File: config.mk
export PLATFORM = sky130hd
export DESIGN_NAME = filter_expression_tokenizer
export DESIGN_NICKNAME = d
export VERILOG_FILES = /design/src/hw/rtl/fet_pkg.sv /design/src/hw/rtl/fet_parser.sv /design/src/hw/rtl/filter_expression_tokenizer.sv
export SDC_FILE = /design/constraint.sdc
export NUM_CORES = 1
export LEC_CHECK = 0
export ABC_CLOCK_PERIOD_IN_PS = 7210
export CORE_MARGIN = 10
export CORE_UTILIZATION = 45
export CTS_CLUSTER_SIZE = 30
export DETAILED_ROUTE_END_ITERATION = 8
export DONT_BUFFER_PORTS = 1
export GPL_ROUTABILITY_DRIVEN = 0
export PLACE_DENSITY = 0.64
export SLEW_MARGIN = 20
export SYNTH_ARGS = -nofsm -noshare
export SYNTH_HDL_FRONTEND = slang
export SYNTH_HIERARCHICAL = 1
export SYNTH_SLANG_ARGS = --single-unit
File: constraint.sdc
create_clock -name i_clk -period 7.21 [get_ports i_clk]
set_input_delay 0.721 -clock i_clk [delete_from_list [all_inputs] [get_ports i_clk]]
set_output_delay 0.721 -clock i_clk [all_outputs]
set_load 0.1 [all_outputs]
File: src/hw/rtl/fet_pkg.sv
// ---------------------------------------------------------------------------
// fet_pkg
// Types, codes and character classes of the filter expression tokenizer.
// ---------------------------------------------------------------------------
package fet_pkg;

    localparam int MAX_EXPR_LEN_DEFAULT = 4096;

    // configuration register indexes
    localparam logic [1:0] CFG_FILTER_SEP   = 2'd0;
    localparam logic [1:0] CFG_ATTR_SEP     = 2'd1;
    localparam logic [1:0] CFG_NAME_VAL_SEP = 2'd2;
    localparam logic [1:0] CFG_ARG_SEP      = 2'd3;

    localparam logic [7:0] RST_FILTER_SEP   = 8'd124;
    localparam logic [7:0] RST_ATTR_SEP     = 8'd46;
    localparam logic [7:0] RST_NAME_VAL_SEP = 8'd61;
    localparam logic [7:0] RST_ARG_SEP      = 8'd44;

    // characters
    localparam logic [7:0] CH_LPAREN     = 8'h28;
    localparam logic [7:0] CH_RPAREN     = 8'h29;
    localparam logic [7:0] CH_PLUS       = 8'h2B;
    localparam logic [7:0] CH_MINUS      = 8'h2D;
    localparam logic [7:0] CH_DOT        = 8'h2E;
    localparam logic [7:0] CH_SPACE      = 8'h20;
    localparam logic [7:0] CH_UNDERSCORE = 8'h5F;
    localparam logic [7:0] CH_DQUOTE     = 8'h22;
    localparam logic [7:0] CH_SQUOTE     = 8'h27;

    // roles
    localparam logic [3:0] ROLE_SPACE    = 4'd0;
    localparam logic [3:0] ROLE_VAR      = 4'd1;
    localparam logic [3:0] ROLE_CSTR     = 4'd2;
    localparam logic [3:0] ROLE_NUMBER   = 4'd3;
    localparam logic [3:0] ROLE_ATTR     = 4'd4;
    localparam logic [3:0] ROLE_FNAME    = 4'd5;
    localparam logic [3:0] ROLE_ARG_NAME = 4'd6;
    localparam logic [3:0] ROLE_ARG_VAL  = 4'd7;
    localparam logic [3:0] ROLE_SEP      = 4'd8;
    localparam logic [3:0] ROLE_REJECT   = 4'd9;

    typedef enum logic [4:0] {
        S_BEGIN       = 5'd0,
        S_VAR         = 5'd1,
        S_ATTR_BEGIN  = 5'd2,
        S_ATTR        = 5'd3,
        S_CSTR        = 5'd4,
        S_NSIGN       = 5'd5,
        S_NINT        = 5'd6,
        S_NDOT        = 5'd7,
        S_NFRAC       = 5'd8,
        S_FSEP        = 5'd9,
        S_FNAME_BEGIN = 5'd10,
        S_FNAME       = 5'd11,
        S_PNAME_BEGIN = 5'd12,
        S_PNAME       = 5'd13,
        S_PVAL_BEGIN  = 5'd14,
        S_PVAR        = 5'd15,
        S_PSTR        = 5'd16,
        S_PSIGN       = 5'd17,
        S_PINT        = 5'd18,
        S_PDOT        = 5'd19,
        S_PFRAC       = 5'd20,
        S_PSEP        = 5'd21,
        S_FAILED      = 5'd22
    } t_state;

    typedef struct packed {
        logic [7:0] flt_sep;
        logic [7:0] attr_sep;
        logic [7:0] name_val_sep;
        logic [7:0] arg_sep;
    } t_cfg;

    typedef struct packed {
        logic [3:0] role;
        logic       starts_part;
        logic       value_is_const;
        logic       attr_done;
        logic       arg_done;
        logic       filter_done;
        logic       error;
    } t_flags;

    function automatic logic is_digit(input logic [7:0] c);
        return (c >= 8'h30) && (c <= 8'h39);
    endfunction

    function automatic logic is_alpha(input logic [7:0] c);
        return ((c >= 8'h61) && (c <= 8'h7A)) || ((c >= 8'h41) && (c <= 8'h5A));
    endfunction

    function automatic logic is_name_begin(input logic [7:0] c);
        return is_alpha(c) || (c == CH_UNDERSCORE);
    endfunction

    function automatic logic is_name_char(input logic [7:0] c);
        return is_name_begin(c) || is_digit(c);
    endfunction

endpackage

File: src/hw/rtl/fet_parser.sv
// ---------------------------------------------------------------------------
// fet_parser
// Parse state, position and error registers; tags one character per cycle, advancing only on accept.
// ---------------------------------------------------------------------------
module fet_parser #(
    parameter int MAX_EXPR_LEN = fet_pkg::MAX_EXPR_LEN_DEFAULT
) (
    input  logic                                   i_clk,
    input  logic                                   i_rst_n,
    input  logic                                   i_accept,
    input  logic [7:0]                             i_char_code,
    input  logic                                   i_end_of_expr,
    input  fet_pkg::t_cfg                          i_cfg,
    output fet_pkg::t_flags                        o_flags,
    output logic [$clog2(MAX_EXPR_LEN+1)-1:0]      o_error_pos
);
    import fet_pkg::*;

    localparam int POS_W = $clog2(MAX_EXPR_LEN + 1);
    localparam logic [POS_W-1:0] MAX_POS = POS_W'(MAX_EXPR_LEN);

    t_state           r_state;
    logic [7:0]       r_quote;
    logic             r_arg_const;
    logic             r_main_const;
    logic [POS_W-1:0] r_pos;
    logic             r_err;
    logic [POS_W-1:0] r_err_pos;

    t_state           w_step;
    t_state           n_state;
    logic [7:0]       n_quote;
    logic             n_arg_const;
    logic             n_main_const;
    logic             w_bad;
    logic [POS_W-1:0] w_pos_inc;
    logic             w_argctx;
    logic [7:0]       c;

    assign c         = i_char_code;
    assign w_pos_inc = (r_pos < MAX_POS) ? (r_pos + 1'b1) : r_pos;
    assign w_argctx  = (r_state >= S_PNAME_BEGIN) && (r_state <= S_PSEP);

    // next state
    always_comb begin
        logic bad;
        logic p;
        bad          = 1'b0;
        p            = (r_state == S_PVAL_BEGIN);
        w_step       = r_state;
        n_quote      = r_quote;
        n_arg_const  = r_arg_const;
        n_main_const = r_main_const;
        if (r_state == S_FAILED) begin
            w_step = S_FAILED;
        end else if (c == CH_SPACE && r_state != S_CSTR && r_state != S_PSTR) begin
            case (r_state)
                S_NINT, S_NFRAC: w_step = S_FSEP;
                S_PINT, S_PFRAC: w_step = S_PSEP;
                S_NSIGN, S_NDOT, S_PSIGN, S_PDOT: bad = 1'b1;
                default: w_step = r_state;
            endcase
        end else begin
            case (r_state)
                S_BEGIN, S_PVAL_BEGIN: begin
                    if (c == CH_DQUOTE || c == CH_SQUOTE) begin
                        n_quote = c;
                        w_step  = p ? S_PSTR : S_CSTR;
                        if (p) n_arg_const = 1'b1; else n_main_const = 1'b1;
                    end else if (is_digit(c) || c == CH_PLUS || c == CH_MINUS) begin
                        if (p) w_step = is_digit(c) ? S_PINT : S_PSIGN;
                        else   w_step = is_digit(c) ? S_NINT : S_NSIGN;
                        if (p) n_arg_const = 1'b1; else n_main_const = 1'b1;
                    end else if (is_name_begin(c)) begin
                        w_step = p ? S_PVAR : S_VAR;
                        if (p) n_arg_const = 1'b0; else n_main_const = 1'b0;
                    end else begin
                        bad = 1'b1;
                    end
                end
                S_VAR, S_ATTR: begin
                    if (is_name_char(c))              w_step = r_state;
                    else if (c == i_cfg.attr_sep)     w_step = S_ATTR_BEGIN;
                    else if (c == i_cfg.flt_sep)      w_step = S_FNAME_BEGIN;
                    else                              bad = 1'b1;
                end
                S_ATTR_BEGIN: begin
                    if (is_name_begin(c)) w_step = S_ATTR; else bad = 1'b1;
                end
                S_CSTR: begin
                    if (c == r_quote) w_step = S_FSEP;
                end
                S_PSTR: begin
                    if (c == r_quote) w_step = S_PSEP;
                end
                S_NSIGN, S_NDOT, S_PSIGN, S_PDOT: begin
                    if (!is_digit(c))             bad = 1'b1;
                    else if (r_state == S_NSIGN)  w_step = S_NINT;
                    else if (r_state == S_NDOT)   w_step = S_NFRAC;
                    else if (r_state == S_PSIGN)  w_step = S_PINT;
                    else                          w_step = S_PFRAC;
                end
                S_NINT, S_NFRAC, S_FSEP: begin
                    if (r_state != S_FSEP && is_digit(c))     w_step = r_state;
                    else if (r_state == S_NINT && c == CH_DOT) w_step = S_NDOT;
                    else if (c == i_cfg.flt_sep)              w_step = S_FNAME_BEGIN;
                    else                                      bad = 1'b1;
                end
                S_FNAME_BEGIN: begin
                    if (is_name_begin(c)) w_step = S_FNAME; else bad = 1'b1;
                end
                S_FNAME: begin
                    if (is_name_char(c))     w_step = S_FNAME;
                    else if (c == CH_LPAREN) w_step = S_PNAME_BEGIN;
                    else                     bad = 1'b1;
                end
                S_PNAME_BEGIN: begin
                    if (is_name_begin(c)) begin
                        n_arg_const = 1'b0;
                        w_step      = S_PNAME;
                    end else begin
                        bad = 1'b1;
                    end
                end
                S_PNAME: begin
                    if (is_name_char(c))               w_step = S_PNAME;
                    else if (c == i_cfg.name_val_sep)  w_step = S_PVAL_BEGIN;
                    else                               bad = 1'b1;
                end
                default: begin
                    if (r_state == S_PVAR && is_name_char(c))
                        w_step = r_state;
                    else if ((r_state == S_PINT || r_state == S_PFRAC) && is_digit(c))
                        w_step = r_state;
                    else if (r_state == S_PINT && c == CH_DOT)
                        w_step = S_PDOT;
                    else if (c == i_cfg.arg_sep)
                        w_step = S_PNAME_BEGIN;
                    else if (c == CH_RPAREN)
                        w_step = S_FSEP;
                    else
                        bad = 1'b1;
                end
            endcase
        end
        // unfinished number at the last character
        if (!bad && i_end_of_expr &&
            (w_step == S_NSIGN || w_step == S_NDOT || w_step == S_PSIGN ||
             w_step == S_PINT || w_step == S_PDOT || w_step == S_PFRAC))
            bad = 1'b1;
        w_bad   = bad;
        n_state = bad ? S_FAILED : w_step;
    end

    // outputs
    always_comb begin
        logic p;
        p       = (r_state == S_PVAL_BEGIN);
        o_flags = '0;
        o_flags.role = ROLE_REJECT;
        if (r_state == S_FAILED) begin
            o_flags.role = ROLE_REJECT;
        end else if (c == CH_SPACE && r_state != S_CSTR && r_state != S_PSTR) begin
            o_flags.role = ROLE_SPACE;
        end else begin
            case (r_state)
                S_BEGIN, S_PVAL_BEGIN: begin
                    o_flags.starts_part = 1'b1;
                    if (c == CH_DQUOTE || c == CH_SQUOTE)
                        o_flags.role = p ? ROLE_ARG_VAL : ROLE_CSTR;
                    else if (is_digit(c) || c == CH_PLUS || c == CH_MINUS)
                        o_flags.role = p ? ROLE_ARG_VAL : ROLE_NUMBER;
                    else if (is_name_begin(c))
                        o_flags.role = p ? ROLE_ARG_VAL : ROLE_VAR;
                end
                S_VAR, S_ATTR: begin
                    if (is_name_char(c)) begin
                        o_flags.role = (r_state == S_VAR) ? ROLE_VAR : ROLE_ATTR;
                    end else if (c == i_cfg.attr_sep || c == i_cfg.flt_sep) begin
                        o_flags.role      = ROLE_SEP;
                        o_flags.attr_done = (r_state == S_ATTR);
                    end
                end
                S_ATTR_BEGIN: begin
                    o_flags.role        = ROLE_ATTR;
                    o_flags.starts_part = 1'b1;
                end
                S_CSTR: o_flags.role = ROLE_CSTR;
                S_PSTR: o_flags.role = ROLE_ARG_VAL;
                S_NSIGN, S_NDOT: o_flags.role = ROLE_NUMBER;
                S_PSIGN, S_PDOT: o_flags.role = ROLE_ARG_VAL;
                S_NINT, S_NFRAC, S_FSEP: begin
                    if (r_state != S_FSEP && is_digit(c))      o_flags.role = ROLE_NUMBER;
                    else if (r_state == S_NINT && c == CH_DOT) o_flags.role = ROLE_NUMBER;
                    else                                       o_flags.role = ROLE_SEP;
                end
                S_FNAME_BEGIN: begin
                    o_flags.role        = ROLE_FNAME;
                    o_flags.starts_part = 1'b1;
                end
                S_FNAME: begin
                    o_flags.role = is_name_char(c) ? ROLE_FNAME : ROLE_SEP;
                end
                S_PNAME_BEGIN: begin
                    o_flags.role        = ROLE_ARG_NAME;
                    o_flags.starts_part = 1'b1;
                end
                S_PNAME: begin
                    o_flags.role = is_name_char(c) ? ROLE_ARG_NAME : ROLE_SEP;
                end
                default: begin
                    if ((r_state == S_PVAR && is_name_char(c)) ||
                        ((r_state == S_PINT || r_state == S_PFRAC) && is_digit(c)) ||
                        (r_state == S_PINT && c == CH_DOT)) begin
                        o_flags.role = ROLE_ARG_VAL;
                    end else begin
                        o_flags.role        = ROLE_SEP;
                        o_flags.arg_done    = 1'b1;
                        o_flags.filter_done = (c != i_cfg.arg_sep);
                    end
                end
            endcase
        end
        if (w_bad) begin
            o_flags.role        = ROLE_REJECT;
            o_flags.starts_part = 1'b0;
            o_flags.attr_done   = 1'b0;
            o_flags.arg_done    = 1'b0;
            o_flags.filter_done = 1'b0;
        end
        o_flags.value_is_const = w_argctx ? n_arg_const : n_main_const;
        o_flags.error          = r_err | w_bad;
        o_error_pos = r_err ? r_err_pos : (w_bad ? w_pos_inc : '0);
    end

    always_ff @(posedge i_clk) begin
        if (!i_rst_n) begin
            r_state      <= S_BEGIN;
            r_quote      <= CH_DQUOTE;
            r_arg_const  <= 1'b0;
            r_main_const <= 1'b0;
            r_pos        <= '0;
            r_err        <= 1'b0;
            r_err_pos    <= '0;
        end else if (i_accept) begin
            if (w_bad && !r_err) begin
                r_err     <= 1'b1;
                r_err_pos <= w_pos_inc;
            end
            if (i_end_of_expr) begin
                r_state      <= S_BEGIN;
                r_quote      <= CH_DQUOTE;
                r_arg_const  <= 1'b0;
                r_main_const <= 1'b0;
                r_pos        <= '0;
            end else begin
                r_state      <= n_state;
                r_quote      <= n_quote;
                r_arg_const  <= n_arg_const;
                r_main_const <= n_main_const;
                r_pos        <= w_pos_inc;
            end
        end
    end

endmodule

File: src/hw/rtl/filter_expression_tokenizer.sv
// ---------------------------------------------------------------------------
// filter_expression_tokenizer
// Tags each character of a var.attr|filter(name=value,...) expression.
// ---------------------------------------------------------------------------
// Each accepted character's tags are registered in a two-entry output queue.
// Throughput: 1 item per cycle while the skid entry is empty (o_in_ready high).
// The queue's skid entry keeps input flowing for one more item during an output stall.
// Reset (sync, active low): parser at expression begin, error cleared,
// separators at their default characters, output queue empty.
module filter_expression_tokenizer #(
    parameter int MAX_EXPR_LEN = fet_pkg::MAX_EXPR_LEN_DEFAULT
) (
    input  logic                               i_clk,
    input  logic                               i_rst_n,
    input  logic                               i_cfg_valid,
    output logic                               o_cfg_ready,
    input  logic [1:0]                         i_cfg_index,
    input  logic [7:0]                         i_cfg_data,
    input  logic                               i_in_valid,
    output logic                               o_in_ready,
    input  logic [7:0]                         i_char_code,
    input  logic                               i_end_of_expr,
    output logic                               o_out_valid,
    input  logic                               i_out_ready,
    output logic [3:0]                         o_role,
    output logic                               o_starts_part,
    output logic                               o_value_is_const,
    output logic                               o_attr_done,
    output logic                               o_arg_done,
    output logic                               o_filter_done,
    output logic                               o_error,
    output logic [$clog2(MAX_EXPR_LEN+1)-1:0]  o_error_pos
);
    import fet_pkg::*;

    localparam int POS_W = $clog2(MAX_EXPR_LEN + 1);

    t_cfg             r_cfg;
    t_flags           w_flags;
    logic [POS_W-1:0] w_pos;
    logic             w_in_acc;
    logic             w_out_pop;

    logic             r_out_valid;
    t_flags           r_out_flags;
    logic [POS_W-1:0] r_out_pos;
    logic             r_skid_valid;
    t_flags           r_skid_flags;
    logic [POS_W-1:0] r_skid_pos;

    assign o_cfg_ready = 1'b1;
    assign o_in_ready  = !r_skid_valid;
    assign w_in_acc    = i_in_valid && o_in_ready;
    assign w_out_pop   = r_out_valid && i_out_ready;

    always_ff @(posedge i_clk) begin
        if (!i_rst_n) begin
            r_cfg.flt_sep      <= RST_FILTER_SEP;
            r_cfg.attr_sep     <= RST_ATTR_SEP;
            r_cfg.name_val_sep <= RST_NAME_VAL_SEP;
            r_cfg.arg_sep      <= RST_ARG_SEP;
        end else if (i_cfg_valid) begin
            case (i_cfg_index)
                CFG_FILTER_SEP:   r_cfg.flt_sep      <= i_cfg_data;
                CFG_ATTR_SEP:     r_cfg.attr_sep     <= i_cfg_data;
                CFG_NAME_VAL_SEP: r_cfg.name_val_sep <= i_cfg_data;
                CFG_ARG_SEP:      r_cfg.arg_sep      <= i_cfg_data;
                default:          r_cfg              <= r_cfg;
            endcase
        end
    end

    fet_parser #(
        .MAX_EXPR_LEN(MAX_EXPR_LEN)
    ) u_parser (
        .i_clk        (i_clk),
        .i_rst_n      (i_rst_n),
        .i_accept     (w_in_acc),
        .i_char_code  (i_char_code),
        .i_end_of_expr(i_end_of_expr),
        .i_cfg        (r_cfg),
        .o_flags      (w_flags),
        .o_error_pos  (w_pos)
    );

    // output register plus skid entry
    always_ff @(posedge i_clk) begin
        if (!i_rst_n) begin
            r_out_valid  <= 1'b0;
            r_skid_valid <= 1'b0;
        end else if (w_in_acc) begin
            if (!r_out_valid || w_out_pop) begin
                r_out_valid <= 1'b1;
            end else begin
                r_skid_valid <= 1'b1;
            end
        end else if (w_out_pop) begin
            if (r_skid_valid) begin
                r_skid_valid <= 1'b0;
            end else begin
                r_out_valid <= 1'b0;
            end
        end
    end

    always_ff @(posedge i_clk) begin
        if (w_in_acc) begin
            if (!r_out_valid || w_out_pop) begin
                r_out_flags <= w_flags;
                r_out_pos   <= w_pos;
            end else begin
                r_skid_flags <= w_flags;
                r_skid_pos   <= w_pos;
            end
        end else if (w_out_pop && r_skid_valid) begin
            r_out_flags <= r_skid_flags;
            r_out_pos   <= r_skid_pos;
        end
    end

    assign o_out_valid      = r_out_valid;
    assign o_role           = r_out_flags.role;
    assign o_starts_part    = r_out_flags.starts_part;
    assign o_value_is_const = r_out_flags.value_is_const;
    assign o_attr_done      = r_out_flags.attr_done;
    assign o_arg_done       = r_out_flags.arg_done;
    assign o_filter_done    = r_out_flags.filter_done;
    assign o_error          = r_out_flags.error;
    assign o_error_pos      = r_out_pos;

endmodule

-- Word-level counts from Yosys, hierarchy flattened
Index checks and enable logic that the tools add are counted.
W data, S select, Z words.
- $add $sub $neg: 1
- multipliers: 0
- div/mod/pow operators: 0
- magnitude comparators: 9
- eq/ne operators: 53
- shift-type cells: 0
- mux-type cells: 131
- bitwise logic cells: 2
- reduce and logical (&&, ||, !) cells: 65
- operator list (operator ; count):
    $mux W5 ; 32
    $mux W13 ; 7
    $eq A8 B6 Y1 const B ; 8
    $mux W1 ; 55
    $pmux W5 S11 ; 1
    $eq A5 B5 Y1 const B ; 10
    $mux W4 ; 12
    $pmux W4 S11 ; 1
    $eq A5 B4 Y1 const B ; 8
    $eq A8 B8 Y1 ; 5
    $mux W8 ; 5
    $eq A5 B3 Y1 const B ; 6
    $mux W10 ; 3
    $mux W3 ; 8
    $reduce_or A18 Y1 ; 1
    $logic_and A1 B1 Y1 ; 17
    $ge A8 B7 Y1 const B ; 2
    $le A8 B7 Y1 const B ; 2
    $logic_or A1 B1 Y1 ; 16
    $reduce_and A2 Y1 ; 8
    $add A13 B1 Y13 const B ; 1
    $lt A13 B13 Y1 const B ; 1
    $reduce_or A2 Y1 ; 6
    $eq A5 B2 Y1 const B ; 2
    other kinds (29) ; 44
- register bits: 122
- bits in latches: 0
- RAM bits: 0
- bits in read-only memories: 0
- input port bits: 24
- output and inout port bits: 26
- logic and storage cells: 290
- memories: 0

-- Depth between registers and ports, before layout
- word-level depth: 22
- gate-level depth with buffers: 15
- mapped depth without buffers: 11

-- Cells and area by module
The synthesis kept the hierarchy.
- by module, submodules not included (module ; times used ; cells an instance ; area each (um2) ; sequential area each (um2)):
    fet_parser ; 1 ; 583 ; 4390.5 ; 840.8
    filter_expression_tokenizer ; 1 ; 202 ; 2896.5 ; 2062.0

-- Least setup slack after synthesis
OpenSTA, ideal clock, no wires.
- path type: input to register
- start: input port i_char_code[7]
- end: register r_out_flags (netlist bit o_role[2]), data pin
- library setup time: 0.260 ns
- data arrival time: 3.736 ns
- data required time: 6.950 ns
- setup slack: 3.214 ns
- stages on the path: 15
- path buffers: 4
- path through: buf_6 > or3b_1 > buf_6 > nor3_4 > o21ai_1 > a32o_1 > or4_1 > o22ai_2 > nand3b_1 > a211o_1 > and2_2 > buf_6 > buf_6 > o2111a_1 > mux2_2
- RTL lines (item ; line ; source):
    start: declaration ; filter_expression_tokenizer.sv:21 ; input logic [7:0] i_char_code,
    end signal: assignment ; filter_expression_tokenizer.sv:109 ; r_out_flags <= w_flags;
    end signal: assignment ; filter_expression_tokenizer.sv:116 ; r_out_flags <= r_skid_flags;
    end: declaration ; filter_expression_tokenizer.sv:45 ; t_flags r_out_flags;

-- Worst setup path after layout
- start: register u_parser.r_state[2]
- end: register u_parser.r_err_pos[0]
- longest elaborated chain between the ends: 18
- elaborated cells on any way between the ends: 100
- classes of those cells: eq/ne: 30; mux: 43; reduce/logical: 27
- ends and longest elaborated chain (item ; line ; source):
    start: declaration ; fet_parser.sv:22 ; t_state r_state;
    start signal: assignment ; fet_parser.sv:257 ; r_state <= n_state;
    $eq A5 B5 Y1, or another cell as far along ; fet_parser.sv:57, fet_parser.sv:64, fet_parser.sv:100 ;
    $mux W3, or another cell as far along ; fet_parser.sv:100 ; else if (r_state == S_PSIGN) w_step = S_PINT;
    $mux W5, or another cell as far along ; fet_parser.sv:99 ; else if (r_state == S_NDOT) w_step = S_NFRAC;
    $mux W5 (on tied branches) ; fet_parser.sv:98, fet_parser.sv:70, fet_parser.sv:133 ;
    $mux W5 (on tied branches) ; fet_parser.sv:97, fet_parser.sv:66, fet_parser.sv:131 ;
    $pmux W5 S11 ; fet_parser.sv:64 ; case (r_state)
    $mux W5 ; fet_parser.sv:56 ; end else if (c == CH_SPACE && r_state != S_CSTR && r_state != S_PSTR) begin
    $mux W5 ; fet_parser.sv:54 ; if (r_state == S_FAILED) begin
    $eq A5 B3 Y1 ; fet_parser.sv:148 ; (w_step == S_NSIGN || w_step == S_NDOT || w_step == S_PSIGN ||
    $logic_or A1 B1 Y1 (3 in series) ; fet_parser.sv:148 ;
    $logic_or A1 B1 Y1 (2 in series) ; fet_parser.sv:149 ; w_step == S_PINT || w_step == S_PDOT || w_step == S_PFRAC))
    $logic_and A1 B1 Y1 ; fet_parser.sv:147 ; if (!bad && i_end_of_expr &&
    $mux W1 (*) ; fet_parser.sv:147 ;
    $logic_and A1 B1 Y1 (*) ; fet_parser.sv:246 ; if (w_bad && !r_err) begin
    $reduce_and A2 Y1 (no source line) (*) ; n/a ;
    end signal: assignment ; fet_parser.sv:248 ; r_err_pos <= w_pos_inc;
    end: declaration ; fet_parser.sv:28 ; logic [POS_W-1:0] r_err_pos;
Every way passes the cells marked *; elsewhere a longest branch is shown, timed or not.
A chain may end at the register's enable or synchronous reset.

==> run summary <==
The run finished with clean final reports. The overall die width came out at 147 µm. Clock tree synthesis inserted a total of 17 buffers. The core region is approximately 16000 µm². In the synthesized netlist the dominant register cell turns out to be dfxtp_1. The share of layout cells above drive strength 1 is 14.0%.

The number of I/O pins is 50. The repair_antennas step left the layout with diodes totalling 0. The count of flip-flops with a built-in enable after synthesis came out at 46. The net count after synthesis is between 800 and 900. In this run, post-CTS hold repair placed 0 buffers. The kind of critical path is flip-flop to flip-flop. The signal arrival time at the worst endpoint is 4.58 ns.

TritonCTS built the clock tree. The post-route clock skew is about 0.010 ns. The count of nets after finishing is 777. In the post-route analysis, the smallest setup slack over all paths is 2.93 ns. The register clock-pin slew on the reported worst setup and hold paths came out at 0.06 ns.

The distinct cell type count after synthesis is a little under 90. The largest net degree at the start of global routing is 67. Setup repair after global routing left no endpoint under its margin. By area the synthesized netlist is led by dfxtp_1, edfxtp_1, nand2_1. The wire length of the first global-routing pass is 29.2 mm. The worst endpoint required time is between 7 and 8 ns. The transition time of the tightest slew-check pin came out at 1.09 ns.

Detailed routing inserted a total of 5761 vias. The height of the die came out at between 100 and 150 µm. The total wire length after detailed routing is 17.6 mm. The antenna violation net count after detailed routing is 0.

The number of antenna violations at the first check in global routing was 0. The share of synthesized area in the top cell type comes to 20.9%. The flip-flop and latch count after synthesis came out at 122. The sequential fraction of the synthesis area came out at between 30% and 40%. The total number of H-tree levels came out at 4. The post-synthesis cell area is 7290 µm².

The worst hold path belongs to the class input pin to flip-flop. IR analysis of the VDD net gives a maximum drop of 0.000175 V. The maximum buffer depth of the clock tree is 2.

At the placement stage, the worst setup path has a slack of 2.68 ns. The remaining max-slew budget at the tightest pin is 27.3%. The die footprint is 21700 µm². The HPWL after detailed placement came out at 12.7 mm. Total power for the finished layout comes to 0.00193 W. The clock root buffer master is clkbuf_16. The leakage power total came out at 2.80 nW. The setup fix buffers added after clock tree synthesis came out at 0. The final setup violation count is 0.

The setup total negative slack is 0 ns. The DRC marker count from the first detailed-route iteration is about 530. The total of cells resized after clock tree synthesis came out at 0.

The average instance area after synthesis came out at 9.28 µm². The vias per cell came out at 5.87. Global routing used 16.2% of the available tracks. The critical path startpoint category is a flip-flop. The detailed-routing iteration count for the pre-antenna-repair pass came out at 6.

The final critical-path share of the clock period is 59.3%. The number of hold-slack violations in the final timing report is 0. The number of placement rows came out at 46. Yosys printed 6 warnings. The power density over the cells is approximately 250 nW/µm². The synthesized instance count came out at 785. The post-route minimum period came out at 4.28 ns. The effective utilization at floorplan is 45.9%. STA classifies the critical path endpoint as a flip-flop.

In this run the worst path has a maximum fanout of 26. The count of maximum capacitance violations is 0. The number of input and output port buffers inserted came out at 0. Cells fill 48.9% of the core in the end. The area growth from synthesis to layout is 6.63%. The worst-skew pair later-pin latency is 0.42 ns.

The max-slew violation count came out at 0. After detailed routing, the number of remaining DRC violations is 0. The number of global-route vias before repair came out at 5705. The tree built by TritonCTS fans out to 122 sinks. The top achievable clock speed came out at 0.234 GHz. Counting flops with an async set or reset pin after synthesis yields a share of 0%. The leftover overflow at the end of global routing came out at 0. After detailed routing, the average wire length per cell comes to approximately 18 µm. The largest area contributor in the synthesized netlist is dfxtp_1.
==> critical path: stages (launching register included) <==
cell and delay [ns]:
dfxtp_1 0.31, buf_4 0.29, nor3b_1 0.53, nand4_1 0.22, a21oi_1 0.34, o21bai_1 0.16
o221ai_1 0.42, o22ai_4 0.16, nand3b_1 0.19, a211o_1 0.39, a211oi_4 0.74, mux2_2 0.41
==> Yosys cell counts (all sizes together), types with 4 or more instances <==
cell	instances
mux2i	25
nor2	69
and3	14
nand4	7
a31oi	6
edfxtp	46
nor3	17
a22oi	5
nor2b	5
a211oi	10
o21ai	49
nand3b	4
or3	5
nor4	11
xor2	36
buf	30
o31ai	14
and2	16
nand3	34
inv	11
clkbuf	28
nand2b	14
o21a	5
dfxtp	76
xnor2	21
nand2	89
a21oi	38
nor3b	5
o22ai	5
mux2	31
==> cell families after synthesis <==
logic type | share of synthesized area (%)
and+or+nand+nor | 21.2
adders and majority gates | 0.172
xor gates and xnor gates | 6.85
buffers and inverters | 6.42
AOI/OAI and AO/OA | 17.0
muxes | 8.48
other | 0.0515
DFF | 39.8
==> worst paths after layout <==
path / start / to / slack, ns / depth (start not counted)
max: u_parser/r_state[2] / u_parser/r_err_pos[0] / 2.93 / 11
min: i_rst_n / r_cfg[5] / 0.42 / 1
max reg2reg: u_parser/r_state[2] / u_parser/r_err_pos[0] / 2.93 / 11
min reg2reg: u_parser/r_err_pos[10] / u_parser/r_err_pos[10] / 0.46 / 2
==> power by group <==
group          leakage, nW  switching, W  internal [W]
sequential            1.05      0.000116      0.000750
combinational         1.47      0.000144     0.0000879
clock                0.281      0.000322      0.000514
==> placed cells by master (no fill, tap or decap), types with 14 or more instances in the layout <==
master      n
a21oi_1    38
nand2_1    89
mux2_2     26
mux2i_1    25
dfxtp_1    76
nor2_1     69
clkbuf_16  17
nand3_1    33
edfxtp_1   46
nor3_1     14
o21ai_0    46
xor2_1     36
xnor2_1    21
==> sequential cells by signal, summed over array words and instances (netlist names), 4 cells and up <==
signal,count
u_parser/r_err_pos,13
r_cfg,32
r_skid_pos,13
u_parser/r_state,5
u_parser/r_quote,8
o_error_pos,13
u_parser/r_pos,13
o_role,4
r_skid_flags,10
==> metal layers <==
layer	wire (µm)	part of all wire, %	vias up	GRT usage (%)
met2	7960	45	274	24.6
li1	-	-	2758	-
met4	628	3.6	0	8.57
met5	0	0	-	0
met3	1580	9.0	57	5.16
met1	7440	42	2672	20.1
==> area by class of cell <==
class,instances,area (µm²)
Multi-Input combinational cell,593,3920
Sequential cell,122,2900
Fill cell,1479,8120
Timing Repair Buffer,6,45.0
Clock buffer,17,425
Inverter,12,45.0
Tap cell,216,270
Clock inverter,15,163
==> through the flow <==
step / hold slack, ns / instances / area [µm²]
floorplan: 0.431 / 785 / 7290
global placement: 0.443 / 949 / 7180
detailed placement: 0.448 / 949 / 7180
CTS: 0.376 / 981 / 7770
global route: 0.382 / 981 / 7770
finish: 0.417 / 981 / 7770
(Power assumes the default switching activity.)
